## src/rtl/assert_macros.svh

```systemverilog
// Assertion macros shared by the RTL files.
// Depends on signals named clk and rst_n in the module that uses them.
`ifndef ASSERT_MACROS_SVH
`define ASSERT_MACROS_SVH
`ifndef SYNTHESIS
`define ASSERT_ALWAYS(label, cond) \
  label: assert property (@(posedge clk) disable iff (!rst_n) (cond)) \
    else $error("assertion failed");
`define ASSERT_IMPLY(label, ante, cons) \
  label: assert property (@(posedge clk) disable iff (!rst_n) (ante) |-> (cons)) \
    else $error("assertion failed");
`else
`define ASSERT_ALWAYS(label, cond)
`define ASSERT_IMPLY(label, ante, cons)
`endif
`endif

```

## src/rtl/cisp_pkg.sv

```systemverilog
// Types and constants for the cartridge image stream parser.
// No dependencies.
`timescale 1ns / 1ps

package cisp_pkg;

  localparam int HEADER_BYTES = 16;
  localparam int CNT_W        = 22;
  localparam int PRG_SHIFT    = 14;  // 16 KiB units
  localparam int CHR_SHIFT    = 13;  // 8 KiB units

  // magic bytes 0..3, index 0 in the low byte
  localparam logic [3:0][7:0] MAGIC = {8'h1A, 8'h53, 8'h45, 8'h4E};

  typedef enum logic [2:0] {
    KIND_HEADER = 3'd0,
    KIND_ACCEPT = 3'd1,
    KIND_PRG    = 3'd2,
    KIND_CHR    = 3'd3,
    KIND_IGNORE = 3'd4
  } kind_t;

  typedef enum logic [2:0] {
    ERR_NONE   = 3'd0,
    ERR_MAGIC  = 3'd1,
    ERR_VS     = 3'd2,
    ERR_PC     = 3'd3,
    ERR_NES20  = 3'd4
  } err_t;

  typedef enum logic [3:0] {
    PH_IGNORE = 4'b0001,
    PH_HEADER = 4'b0010,
    PH_PRG    = 4'b0100,
    PH_CHR    = 4'b1000
  } phase_t;

  typedef struct packed {
    logic [7:0] byte_in;
    logic       start_req;
  } in_item_t;

  typedef struct packed {
    kind_t              kind;
    logic [CNT_W-1:0]   offset;
    logic [7:0]         data;
    logic [7:0]         prg_units;
    logic [7:0]         chr_units;
    logic [7:0]         mapper_number;
    logic               mirroring;
    logic               battery;
    logic               trainer_present;
    logic               four_screen;
    err_t               error_code;
    logic               image_end;
  } out_item_t;

endpackage

```

## src/rtl/cartridge_image_stream_parser.sv

```systemverilog
// Cartridge image stream parser: header capture and check, region tagging.
// Depends on cisp_pkg and assert_macros.svh.
// An item passes the input register, then the result register, on its way to out_valid.
// Throughput: one item per cycle; the parse state updates as an item moves to the result.
// in_stall rises only when both registers hold items and out_stall is high.
// Reset (rst_n low, synchronous): both registers empty, parser ignoring until a start.
`timescale 1ns / 1ps
`include "assert_macros.svh"

module cartridge_image_stream_parser (
  input  logic                clk,
  input  logic                rst_n,
  input  logic                in_valid,
  output logic                in_stall,
  input  cisp_pkg::in_item_t  in_data,
  output logic                out_valid,
  input  logic                out_stall,
  output cisp_pkg::out_item_t out_data
);

  localparam int CW = cisp_pkg::CNT_W;

  logic                in_valid_r;
  cisp_pkg::in_item_t  in_r;
  logic                out_valid_r;
  cisp_pkg::out_item_t out_r;

  cisp_pkg::phase_t    phase_r, phase_nxt;
  logic [CW-1:0]       cnt_r, cnt_nxt;
  logic                magic_ok_r, magic_ok_nxt;
  logic [7:0]          prg_r, prg_nxt;
  logic [7:0]          chr_r, chr_nxt;
  logic [7:0]          f6_r, f6_nxt;
  logic [7:0]          f7_r, f7_nxt;
  cisp_pkg::err_t      err_r, err_nxt;
  cisp_pkg::out_item_t res;

  logic adv_out, adv_in, step;

  assign adv_out  = !out_valid_r || !out_stall;
  assign adv_in   = !in_valid_r || adv_out;
  assign step     = in_valid_r && adv_out;
  assign in_stall = !adv_in;
  assign out_valid = out_valid_r;
  assign out_data  = out_r;

  always_comb begin
    logic [CW:0]   cnt_inc;
    logic [CW-1:0] plen;
    logic [CW-1:0] clen;
    logic          magic_hit;
    cisp_pkg::phase_t ph;

    ph           = phase_r;
    cnt_nxt      = cnt_r;
    magic_ok_nxt = magic_ok_r;
    prg_nxt      = prg_r;
    chr_nxt      = chr_r;
    f6_nxt       = f6_r;
    f7_nxt       = f7_r;
    err_nxt      = err_r;
    res          = '0;
    res.kind     = cisp_pkg::KIND_IGNORE;
    res.offset   = '0;
    res.image_end = 1'b0;

    // restart on start flag: clear latched fields
    if (in_r.start_req) begin
      ph           = cisp_pkg::PH_HEADER;
      cnt_nxt      = '0;
      magic_ok_nxt = 1'b0;
      prg_nxt      = '0;
      chr_nxt      = '0;
      f6_nxt       = '0;
      f7_nxt       = '0;
      err_nxt      = cisp_pkg::ERR_NONE;
    end

    cnt_inc   = {1'b0, cnt_nxt} + {{CW{1'b0}}, 1'b1};
    plen      = {prg_nxt, {cisp_pkg::PRG_SHIFT{1'b0}}};
    clen      = {{(CW - 8 - cisp_pkg::CHR_SHIFT){1'b0}}, chr_nxt,
                 {cisp_pkg::CHR_SHIFT{1'b0}}};
    magic_hit = (in_r.byte_in == cisp_pkg::MAGIC[cnt_nxt[1:0]]);
    phase_nxt = ph;

    case (ph)
      cisp_pkg::PH_HEADER: begin
        res.kind   = cisp_pkg::KIND_HEADER;
        res.offset = cnt_nxt;
        if (cnt_nxt < CW'(4)) begin
          magic_ok_nxt = (cnt_nxt == '0) ? magic_hit : (magic_ok_nxt && magic_hit);
        end else if (cnt_nxt == CW'(4)) begin
          prg_nxt = in_r.byte_in;
        end else if (cnt_nxt == CW'(5)) begin
          chr_nxt = in_r.byte_in;
        end else if (cnt_nxt == CW'(6)) begin
          f6_nxt = in_r.byte_in;
        end else if (cnt_nxt == CW'(7)) begin
          f7_nxt = in_r.byte_in;
        end
        if (cnt_nxt >= CW'(cisp_pkg::HEADER_BYTES - 1)) begin
          // last header byte: run the checks in priority order
          if (!magic_ok_nxt)              err_nxt = cisp_pkg::ERR_MAGIC;
          else if (f7_nxt[0])             err_nxt = cisp_pkg::ERR_VS;
          else if (f7_nxt[1])             err_nxt = cisp_pkg::ERR_PC;
          else if (f7_nxt[3:2] != 2'b00)  err_nxt = cisp_pkg::ERR_NES20;
          else                            err_nxt = cisp_pkg::ERR_NONE;
          cnt_nxt = '0;
          if (err_nxt != cisp_pkg::ERR_NONE) begin
            phase_nxt = cisp_pkg::PH_IGNORE;
          end else begin
            res.kind = cisp_pkg::KIND_ACCEPT;
            if (prg_nxt != '0) begin
              phase_nxt = cisp_pkg::PH_PRG;
            end else if (chr_nxt != '0) begin
              phase_nxt = cisp_pkg::PH_CHR;
            end else begin
              phase_nxt     = cisp_pkg::PH_IGNORE;
              res.image_end = 1'b1;
            end
          end
        end else begin
          cnt_nxt = cnt_inc[CW-1:0];
        end
      end
      cisp_pkg::PH_PRG: begin
        res.kind   = cisp_pkg::KIND_PRG;
        res.offset = cnt_nxt;
        if (cnt_inc >= {1'b0, plen}) begin
          cnt_nxt = '0;
          if (chr_nxt != '0) begin
            phase_nxt = cisp_pkg::PH_CHR;
          end else begin
            phase_nxt     = cisp_pkg::PH_IGNORE;
            res.image_end = 1'b1;
          end
        end else begin
          cnt_nxt = cnt_inc[CW-1:0];
        end
      end
      cisp_pkg::PH_CHR: begin
        res.kind   = cisp_pkg::KIND_CHR;
        res.offset = cnt_nxt;
        if (cnt_inc >= {1'b0, clen}) begin
          cnt_nxt       = '0;
          phase_nxt     = cisp_pkg::PH_IGNORE;
          res.image_end = 1'b1;
        end else begin
          cnt_nxt = cnt_inc[CW-1:0];
        end
      end
      default: begin
        phase_nxt = cisp_pkg::PH_IGNORE;
      end
    endcase

    res.data            = in_r.byte_in;
    res.prg_units       = prg_nxt;
    res.chr_units       = chr_nxt;
    res.mapper_number   = {f7_nxt[7:4], f6_nxt[7:4]};
    res.mirroring       = f6_nxt[0];
    res.battery         = f6_nxt[1];
    res.trainer_present = f6_nxt[2];
    res.four_screen     = f6_nxt[3];
    res.error_code      = err_nxt;
  end

  // input register
  always_ff @(posedge clk) begin
    if (!rst_n) begin
      in_valid_r <= 1'b0;
    end else if (adv_in) begin
      in_valid_r <= in_valid;
    end
  end

  always_ff @(posedge clk) begin
    if (adv_in && in_valid) begin
      in_r <= in_data;
    end
  end

  // result register
  always_ff @(posedge clk) begin
    if (!rst_n) begin
      out_valid_r <= 1'b0;
    end else if (adv_out) begin
      out_valid_r <= in_valid_r;
    end
  end

  always_ff @(posedge clk) begin
    if (step) begin
      out_r <= res;
    end
  end

  // parse state advances when an item moves into the result register
  always_ff @(posedge clk) begin
    if (!rst_n) begin
      phase_r    <= cisp_pkg::PH_IGNORE;
      cnt_r      <= '0;
      magic_ok_r <= 1'b0;
      prg_r      <= '0;
      chr_r      <= '0;
      f6_r       <= '0;
      f7_r       <= '0;
      err_r      <= cisp_pkg::ERR_NONE;
    end else if (step) begin
      phase_r    <= phase_nxt;
      cnt_r      <= cnt_nxt;
      magic_ok_r <= magic_ok_nxt;
      prg_r      <= prg_nxt;
      chr_r      <= chr_nxt;
      f6_r       <= f6_nxt;
      f7_r       <= f7_nxt;
      err_r      <= err_nxt;
    end
  end

  `ASSERT_IMPLY(a_accept_no_err, out_valid_r && out_r.kind == cisp_pkg::KIND_ACCEPT, out_r.error_code == cisp_pkg::ERR_NONE)
  `ASSERT_IMPLY(a_end_kind, out_valid_r && out_r.image_end, out_r.kind == cisp_pkg::KIND_ACCEPT || out_r.kind == cisp_pkg::KIND_PRG || out_r.kind == cisp_pkg::KIND_CHR)
  `ASSERT_IMPLY(a_idle_cnt, phase_r == cisp_pkg::PH_IGNORE, cnt_r == '0)
  `ASSERT_IMPLY(a_err_ignores, err_r != cisp_pkg::ERR_NONE, phase_r == cisp_pkg::PH_IGNORE)
  `ASSERT_ALWAYS(a_stall_only_full, !in_stall || (in_valid_r && out_valid_r))

endmodule

```

## config.mk

```make
export PLATFORM = sky130hd
export DESIGN_NAME = cartridge_image_stream_parser
export DESIGN_NICKNAME = d
export VERILOG_FILES = /design/src/rtl/cisp_pkg.sv /design/src/rtl/cartridge_image_stream_parser.sv
export VERILOG_INCLUDE_DIRS = /design/src /design/src/rtl
export SDC_FILE = /design/constraint.sdc
export NUM_CORES = 1
export LEC_CHECK = 0
export BUFFER_PORTS_ARGS = -buffer_cell sky130_fd_sc_hd__buf_2
export CAP_MARGIN = 15
export CORE_ASPECT_RATIO = 1.1
export CORE_MARGIN = 10
export CORE_UTILIZATION = 60
export CTS_BUF_LIST = sky130_fd_sc_hd__clkbuf_2
export DETAILED_ROUTE_END_ITERATION = 7
export PLACE_DENSITY = 0.9
export SLEW_MARGIN = 20
export SYNTH_ARGS = -nofsm -noshare
export SYNTH_HDL_FRONTEND = slang
export SYNTH_SLANG_ARGS = --single-unit
```

## constraint.sdc

```tcl
create_clock -name clk -period 4.32 [get_ports clk]
set_input_delay 0.216 -clock clk [delete_from_list [all_inputs] [get_ports clk]]
set_output_delay 0.216 -clock clk [all_outputs]
set_load 0.01 [all_outputs]
```

# Word-level counts from Yosys, hierarchy flattened
# Index checks and enable logic that the tools add are counted.
# Widths: inputs -> output; s select.
# word_totals
elab_cells	119
out_inout_bits	67
inputBits	13
register_bits	138
# op_classes
n_reduce_logical	15
add_sub_neg	1
eq_ne	8
muxes	66
n_lt_le_gt_ge	5
# ops
cell	count
$mux 8	26
$eq 22x3->1 const B	4
$mux 22	4
$pmux 25 s3	1
$pmux 22 s3	1
$mux 4	8
$mux 3	9
$reduce_bool 8->1	3
$add 22x1->23 const B	1
$ge 23x21->1	1
$ge 23x22->1	1
$ge 22x4->1 const B	1
$logic_not 22->1	1
$lt 22x3->1 const B	1
$bmux 8 s2	1
$mux 1	14
$pmux 4 s3	1
$eq 8x8->1	1
$eq 4x2->1 const B	1
$eq 4x3->1 const B	1
$eq 4x4->1 const B	1
$logic_not 1->1	4
$logic_and 1x1->1	3
$lt 2x3->1 const B	1
4 further kinds	5

# Longest topological paths before layout
# Gate-level depths: netlist of the first run.
# depth
word_depth	19
mapped_depth	18
mapped_depth_nobuf	15

# Worst setup path before layout of the first run
# No wires, ideal clock.
# synth_timing
kind	register -> register
from	register in_r[0] (netlist bit)
to	register cnt_r[1]
path_stages_with_launch	17
slack_ns	0.332
synth_period_minus_slack_ns	3.988
required_time_ns	4.239
path_buffers	6
t_arrival_ns	3.907
setup_ns	0.081
cell_sequence	edfxtp_1 buf_2 buf_1 buf_1 clkbuf_1 buf_1 nor2_1 ha_1 nor2b_1 o21bai_1 a31oi_1 a2111oi_0 nand3b_1 o21ai_1 clkbuf_1 o211ai_1 o211ai_1
# synth_via
elab_chain_len	5
word_cells_on_any_way	15
classes_between	add/sub (1); order compare (3); eq/ne (3); mux (8)
# synth_rtl
item	line	rtl
start, declared	cartridge_image_stream_parser.sv:24	cisp_pkg::in_item_t in_r;
start signal, assigned	cartridge_image_stream_parser.sv:179	in_r <= in_data;
$mux 22	cartridge_image_stream_parser.sv:68	if (in_r.start_req) begin
$add 22x1->23	cartridge_image_stream_parser.sv:79	cnt_inc = {1'b0, cnt_nxt} + {{CW{1'b0}}, 1'b1};
$ge 23x21->1 or $ge 23x22->1 (tied branches)	cartridge_image_stream_parser.sv:144, cartridge_image_stream_parser.sv:129	
$mux 22, on equally long branches	cartridge_image_stream_parser.sv:144, cartridge_image_stream_parser.sv:129	
$pmux 22 s3 (*)	cartridge_image_stream_parser.sv:86	case (ph)
end signal, assigned	cartridge_image_stream_parser.sv:211	cnt_r <= cnt_nxt;
end, declared	cartridge_image_stream_parser.sv:29	logic [CW-1:0] cnt_r, cnt_nxt;
# Every way passes the cells marked *; elsewhere a longest branch is shown, timed or not.
# A chain may end at the register's enable or synchronous reset.

# Final worst setup path of the first run
# layout_timing
from	register cnt_r[12]
to	register cnt_r[8]
# layout_via
elab_chain_len	5
word_cells_on_any_way	9
classes_between	add/sub (1); order compare (3); mux (5)
# layout_rtl
item	line
$mux 22 (*)	cartridge_image_stream_parser.sv:68
$add 22x1->23	cartridge_image_stream_parser.sv:79
$ge 23x21->1 or $ge 23x22->1 (tied branches)	cartridge_image_stream_parser.sv:144, cartridge_image_stream_parser.sv:129
$mux 22, on equally long branches	cartridge_image_stream_parser.sv:144, cartridge_image_stream_parser.sv:129
$pmux 22 s3 (*)	cartridge_image_stream_parser.sv:86
# Marked as above.

==> results.cfg, run 1 <==
[drt]
wl_per_cell_um = 18.7
vias = 6173
viasPerCell = 6.22
postRouteAntennaNets = 0
initialDrtViolationCount = 698
wirelength_um = 18600
drtPass1Iterations = 5
drc = 0

[logic_synthesis]
synth_nets = 775
synthSimpleGateAreaFrac_pct = 25.0
synth-compound-area-share_pct = 14.8
yosys_most_used_dff = edfxtp_1
avgSynthCellArea_um2 = 9.24
synthMuxAreaShare_pct = 0.940
synthArstFlopShare_pct = 0
ys_seq_elements = 138
synth_cells = 749
synth_top_family_by_area = simple AND/OR/NAND/NOR gates
synth_adder_area_share_pct = 2.35
synth_area_leaders = edfxtp_1 32%, dfxtp_1 19%, nand2_1 5.3%
synth_largest_area_cell = edfxtp_1
syn_area_mm2 = 0.00692
ys_warn_count = 0
synth_xor_area_share_pct = 2.02
yosys.cell_types.count = 68
synth_edf_count = 74
synth-seq-area-share_pct = 50.6
yosysTopAreaCellShare_pct = 32.1

[floorplanning]
initial_utilization_pct = 60.8
io_pins = 80
die_w_um = 122
rows = 41
core_mm2 = 0.0114
fp.dieH_um = 133
dieArea_mm2 = 0.0162

[setup_path]
path_class = flop to flop
r2r-start = cnt_r[12]
arrival_ns = 4.70
r2r_slack_ns = 0.27
critPathMaxFanout = 27
critPathRequiredTime_ns = 4.96
r2r_end = cnt_r[8]
worst_setup_path_start_kind = flop
r2r_cells = 13
endpoint_kind = flop

[cells_and_area]
fin_nets = 856
syn2layout_area_growth_pct = 14.1
fillers = 839
drive_gt1_share_pct = 19.2
fin_cells = 993
antenna_cells = 0

[min_path]
hold_end = in_r[7]
hp-start = in_data[7]
hold_path_class = input port to flop
hold_depth = 2

[sta]
setup_viol_count_final = 0
finalHoldViolCount = 0
tns_ns = 0
max_freq_mhz = 247
finalCritPeriodShare_pct = 93.8
drv_slew = 0
slew_headroom_pct = 42.0
fin_crit_ns = 4.05
skew_ns = 0.0291
tightest_slew_ns = 0.865

[clock_tree]
cts_num_sinks = 138
cts_buffer_depth = 2
cts_tree = built
clk_latency_ns = 0.73
clkTransAtPathRegs_ns = 0.22
cts_max_level = 4
numCtsBuffers = 17
cts-root-buf = clkbuf_2

[power]
powerDensity_mw_per_mm2 = 318
p_leak_nw = 2.96
peakVddDrop_mv = 0.275

[global_route]
grt_pass1_vias = 6157
grt_pass1_wl_um = 30400
antenna_found_initial = 0
grt_overflow = 0
grt_max_degree = 75
grtUsageTotal_pct = 23.1

[placement]
portBuffers = 79
place_congestion = 0.962
dpl.hpwl_um = 12500
placed_cells = 946

[job]
cap_violations = 0

[run_status]
status = finished clean
==> worst max path at each step <==
stage | start | endpoint | slack, ns
2_1_floorplan | in_r[0] | cnt_r[1] | 0.33
3_3_place_gp | in_r[0] | cnt_r[8] | 0.32
3_5_place_dp | cnt_r[9] | cnt_r[8] | 0.16
4_1_cts | in_r[0] | cnt_r[8] | 0.10
5_1_grt | in_r[0] | cnt_r[8] | -0.01
6_report | cnt_r[12] | cnt_r[8] | 0.27
==> routing by layer <==
layer	routed length, um	track usage (%)	part of all wire, %	vias up
li1	-	-	-	2869
met1	6880	27.5	37	2877
met2	9220	37.5	50	356
met3	1870	6.60	10	71
met4	589	10.5	3.2	0
met5	0	0	0	-
==> state kept, by name (all words and copies together) (netlist names) <==
| register | flops |
|---|---|
| in_valid_r | 1 |
| prg_r | 8 |
| magic_ok_r | 1 |
| phase_r | 4 |
| out_valid | 1 |
| cnt_r | 22 |
| f6_r | 8 |
| in_r | 9 |
| err_r | 3 |
| out_data | 65 |
| chr_r | 8 |
| f7_r | 8 |
==> worst max-delay path: stages, from the launching register on <==
cell       delay, ns
dfxtp_1         0.56
nand4_1         0.29
or4_1           0.58
nor3_1          0.45
xor2_1          0.27
ha_1            0.28
nand3_1         0.12
a31oi_1         0.07
a2111oi_2       0.39
nand3b_1        0.17
o21ai_1         0.17
buf_12          0.22
o2111ai_1       0.14
a221oi_2        0.27
==> logic make-up (layout without fill, tap and decap cells) <==
| group | Yosys count | after routing |
|---|---|---|
| buf+inv | 72 | 166 |
| flops | 138 | 138 |
| xor+xnor | 16 | 16 |
| compound gates | 156 | 156 |
| fa+ha+maj | 13 | 13 |
| mux | 6 | 6 |
| simple gates | 348 | 348 |
==> cells in the mapped netlist (15+ instances only) <==
| master | number |
|---|---|
| inv_1 | 15 |
| nand3_1 | 21 |
| nor4_1 | 15 |
| nand2_1 | 97 |
| clkbuf_1 | 39 |
| dfxtp_1 | 64 |
| nor3_1 | 44 |
| edfxtp_1 | 74 |
| nor2_1 | 83 |
| a21oi_1 | 40 |
| and2_1 | 19 |
| o21ai_0 | 42 |
| o211ai_1 | 19 |
==> per-stage QoR <==
stage / cell area (um^2) / setup slack (ns) / power (mW) / utilization (%) / hold WS [ns]
final: 7900 / 0.266 / 2.51 / 69.4 / 0.194
after CTS: 7850 / 0.103 / 2.52 / 68.9 / 0.134
after global placement: 7480 / 0.316 / 1.74 / 65.7 / 0.392
after detailed placement: 7480 / 0.161 / 1.75 / 65.7 / 0.394
after global routing: 7900 / -0.0127 / 2.61 / 69.4 / 0.132
after floorplan: 6920 / 0.332 / 1.66 / - / 0.315
==> power breakdown <==
group          leakage, nW  internal, mW  switching, mW  total, mW
Sequential            1.22          1.44         0.0350       1.47
Clock                0.135         0.270          0.501      0.770
Combinational         1.61        0.0943          0.174      0.268
==> cell usage in the layout, fill, tap and decap left out, types with 4 or more instances in the layout <==
cell,instances
nand3b_1,4
nand2b_1,7
a32oi_1,5
buf_4,22
a21oi_1,40
ha_1,13
dfxtp_1,61
a21o_1,5
nand4_1,10
a211oi_1,6
dlygate4sd3_1,13
o21ai_0,41
a31oi_1,7
nor2b_1,13
o211ai_1,19
clkbuf_2,18
nor4_1,13
or3_1,5
clkinvlp_4,4
inv_1,14
and2_1,19
buf_2,79
xnor2_1,4
nand2_1,97
xor2_1,12
nand3_1,21
nor3_1,44
nor3b_1,9
edfxtp_1,74
nor2_1,83
and3_1,4
mux2_2,4
==> layout make-up <==
type,instances,area (um^2),share of cell area (%)
Inverter,17,66.3,0.839
Tap cell,150,188,2.38
Sequential cell,138,3510,44.4
Clock buffer,18,90.1,1.14
Multi-Input combinational cell,539,3160,40.0
Clock inverter,14,148,1.87
Timing Repair Buffer,117,742,9.39
==> what timing repair did <==
action                                  CTS  global route
hold buffers                             13             0
setup buffers                             0             2
endpoints found under the setup margin    0            23
resized for setup                         0             9
endpoints found under the hold margin    18             0
No activity file was read; power rests on OpenSTA's default activity.
==> run 2, diff against run 1 <==
--- a/config.mk
+++ b/config.mk
@@ -9,7 +9,7 @@
 export BUFFER_PORTS_ARGS = -buffer_cell sky130_fd_sc_hd__buf_2
 export CAP_MARGIN = 15
 export CORE_ASPECT_RATIO = 1.1
-export CORE_MARGIN = 10
+export CORE_MARGIN = 2
 export CORE_UTILIZATION = 60
 export CTS_BUF_LIST = sky130_fd_sc_hd__clkbuf_2
 export DETAILED_ROUTE_END_ITERATION = 7
==> constraint.sdc (replaced) <==
create_clock -name clk -period 4.32 [get_ports clk]
set_input_delay 0.216 -clock clk [delete_from_list [all_inputs] [get_ports clk]]
set_output_delay 0.216 -clock clk [all_outputs]
set_load 0.1 [all_outputs]
==> results.cfg, run 2 (synthesis results as in run 1) <==
[sta]
skew_ns = 0.0394
tns_ns = 0
setup_viol_count_final = 0
slew_headroom_pct = 30.2
max_freq_mhz = 248
finalHoldViolCount = 0
fin_crit_ns = 4.03
rsz0062_at_grt = false
drv_slew = 0
tightest_slew_ns = 1.05
finalCritPeriodShare_pct = 93.3

[min_path]
hold_path_class = input port to flop

[clock_tree]
numCtsBuffers = 17
clkTransAtPathRegs_ns = 0.25
cts-root-buf = clkbuf_2
cts_max_level = 4
cts_tree = built
cts_buffer_depth = 2
clk_latency_ns = 0.74
post_cts_buffers = 0
cts_num_sinks = 138

[floorplanning]
core_mm2 = 0.0114
fp.dieH_um = 117
dieArea_mm2 = 0.0124
rows = 41
initial_utilization_pct = 60.8
die_w_um = 106
io_pins = 80

[drt]
wirelength_um = 18400
viasPerCell = 6.20
postRouteAntennaNets = 0
vias = 6193
drc = 0
wl_per_cell_um = 18.4
initialDrtViolationCount = 681
drtPass1Iterations = 5

[global_route]
busiest_layer = met2
grt_max_degree = 94
grt_pass1_vias = 5988
antenna_found_initial = 0
grt_overflow = 0
gr-usage-met1_pct = 36.4
grt_pass1_wl_um = 29200
grt_util_met3_pct = 5.80
grtUsageTotal_pct = 30.0
met2_usage_pct = 52.3

[setup_path]
critPathRequiredTime_ns = 4.99
crit_family = simple AND/OR/NAND/NOR gates
max_stage_delay_ns = 0.53
path_class = flop to flop
crit_buf_inv = 2
cp_cell_sequence = nand4_2, or3_1, nor4_4, xor2_1, ha_1, nand3_1, o21bai_1, a31oi_1, a2111oi_2, buf_4, nand3b_1, o21ai_1, buf_12, o2111ai_1, a221oi_2
arrival_ns = 4.70
critPathMaxFanout = 18
endpoint_kind = flop
cp_slowest_cell = dfxtp_1
worst_setup_path_start_kind = flop

[cells_and_area]
syn2layout_area_growth_pct = 14.7
fin_nets = 862
drive_gt1_share_pct = 19.6
layout_common_cells = 97 x nand2_1, 82 x nor2_1, 79 x buf_2
fin_util_pct = 69.7
mostFrequentLayoutCell = nand2_1
antenna_cells = 0
largest_reg_flops = 65
fillers = 898

[power]
power_mw = 2.72
p_leak_nw = 2.98
peakVddDrop_mv = 0.260
powerDensity_mw_per_mm2 = 343

[placement]
place_congestion = 1.00
dpl.hpwl_um = 12200
portBuffers = 79

[run_status]
status = finished clean

[job]
cap_violations = 0
-- run 2: cell count changes in the layout (fill, tap and decap cells not counted), moves of 2 or more --
cell / change
clkinvlp_4: -2
clkinv_2: -2
dfxtp_2: -3
inv_6: +2
inv_8: +2
nor4_2: +2
nor4_4: -2
dfxtp_1: +3
buf_4: +6
-- run 2: final timing paths --
kind	slack, ns	endpoint	start	cells past startpoint
worst max-delay path	0.29	cnt_r[8]	cnt_r[5]	15
worst min-delay path	0.17	in_r[7]	in_data[7]	2
worst max register to register	0.29	cnt_r[8]	cnt_r[5]	15
worst min register to register	0.48	cnt_r[21]	cnt_r[21]	2
-- run 2: through the flow --
stage	cell area, um^2	instances	hold WS (ns)	worst slack [ns]
floorplan	6920	749	0.315	0.332
global placement	7550	954	0.392	0.423
detailed placement	7550	954	0.394	0.270
CTS	7930	999	0.126	0.199
global route	7940	999	0.137	0.0189
finish	7940	999	0.168	0.289
-- run 2: timing repair --
| action | in CTS | in global routing |
|---|---|---|
| gates resized for setup | 0 | 4 |
| endpoints found under the hold margin | 18 | 0 |
| setup endpoints to repair | 0 | 20 |
| hold buffers | 13 | 0 |
-- run 2: layout make-up --
cell class,instances,area [um^2],area share (%)
Timing Repair Buffer,123,796,10.0
Sequential cell,138,3500,44.1
Clock buffer,17,85.1,1.07
Inverter,17,66.3,0.835
Multi-Input combinational cell,539,3150,39.6
Clock inverter,15,158,1.99
Tap cell,150,188,2.36
-- run 2: worst register-to-register path, cell delays in order, from the launching register on --
cell	delay, ns
dfxtp_1	0.53
nand4_2	0.24
or3_1	0.47
nor4_4	0.38
xor2_1	0.26
ha_1	0.29
nand3_1	0.10
o21bai_1	0.12
a31oi_1	0.15
a2111oi_2	0.31
buf_4	0.17
nand3b_1	0.10
o21ai_1	0.22
buf_12	0.20
o2111ai_1	0.14
a221oi_2	0.28
-- run 2: power breakdown --
| part | switching [mW] | internal, mW | total (mW) |
|---|---|---|---|
| clock network | 0.552 | 0.231 | 0.783 |
| registers | 0.0360 | 1.44 | 1.48 |
| logic | 0.365 | 0.0973 | 0.463 |
-- run 2: layer usage --
layer / share of wire (%) / wire (um)
met4: 2.6 / 478
met3: 7.5 / 1390
met5: 0 / 0
met1: 39 / 7210
met2: 51 / 9340
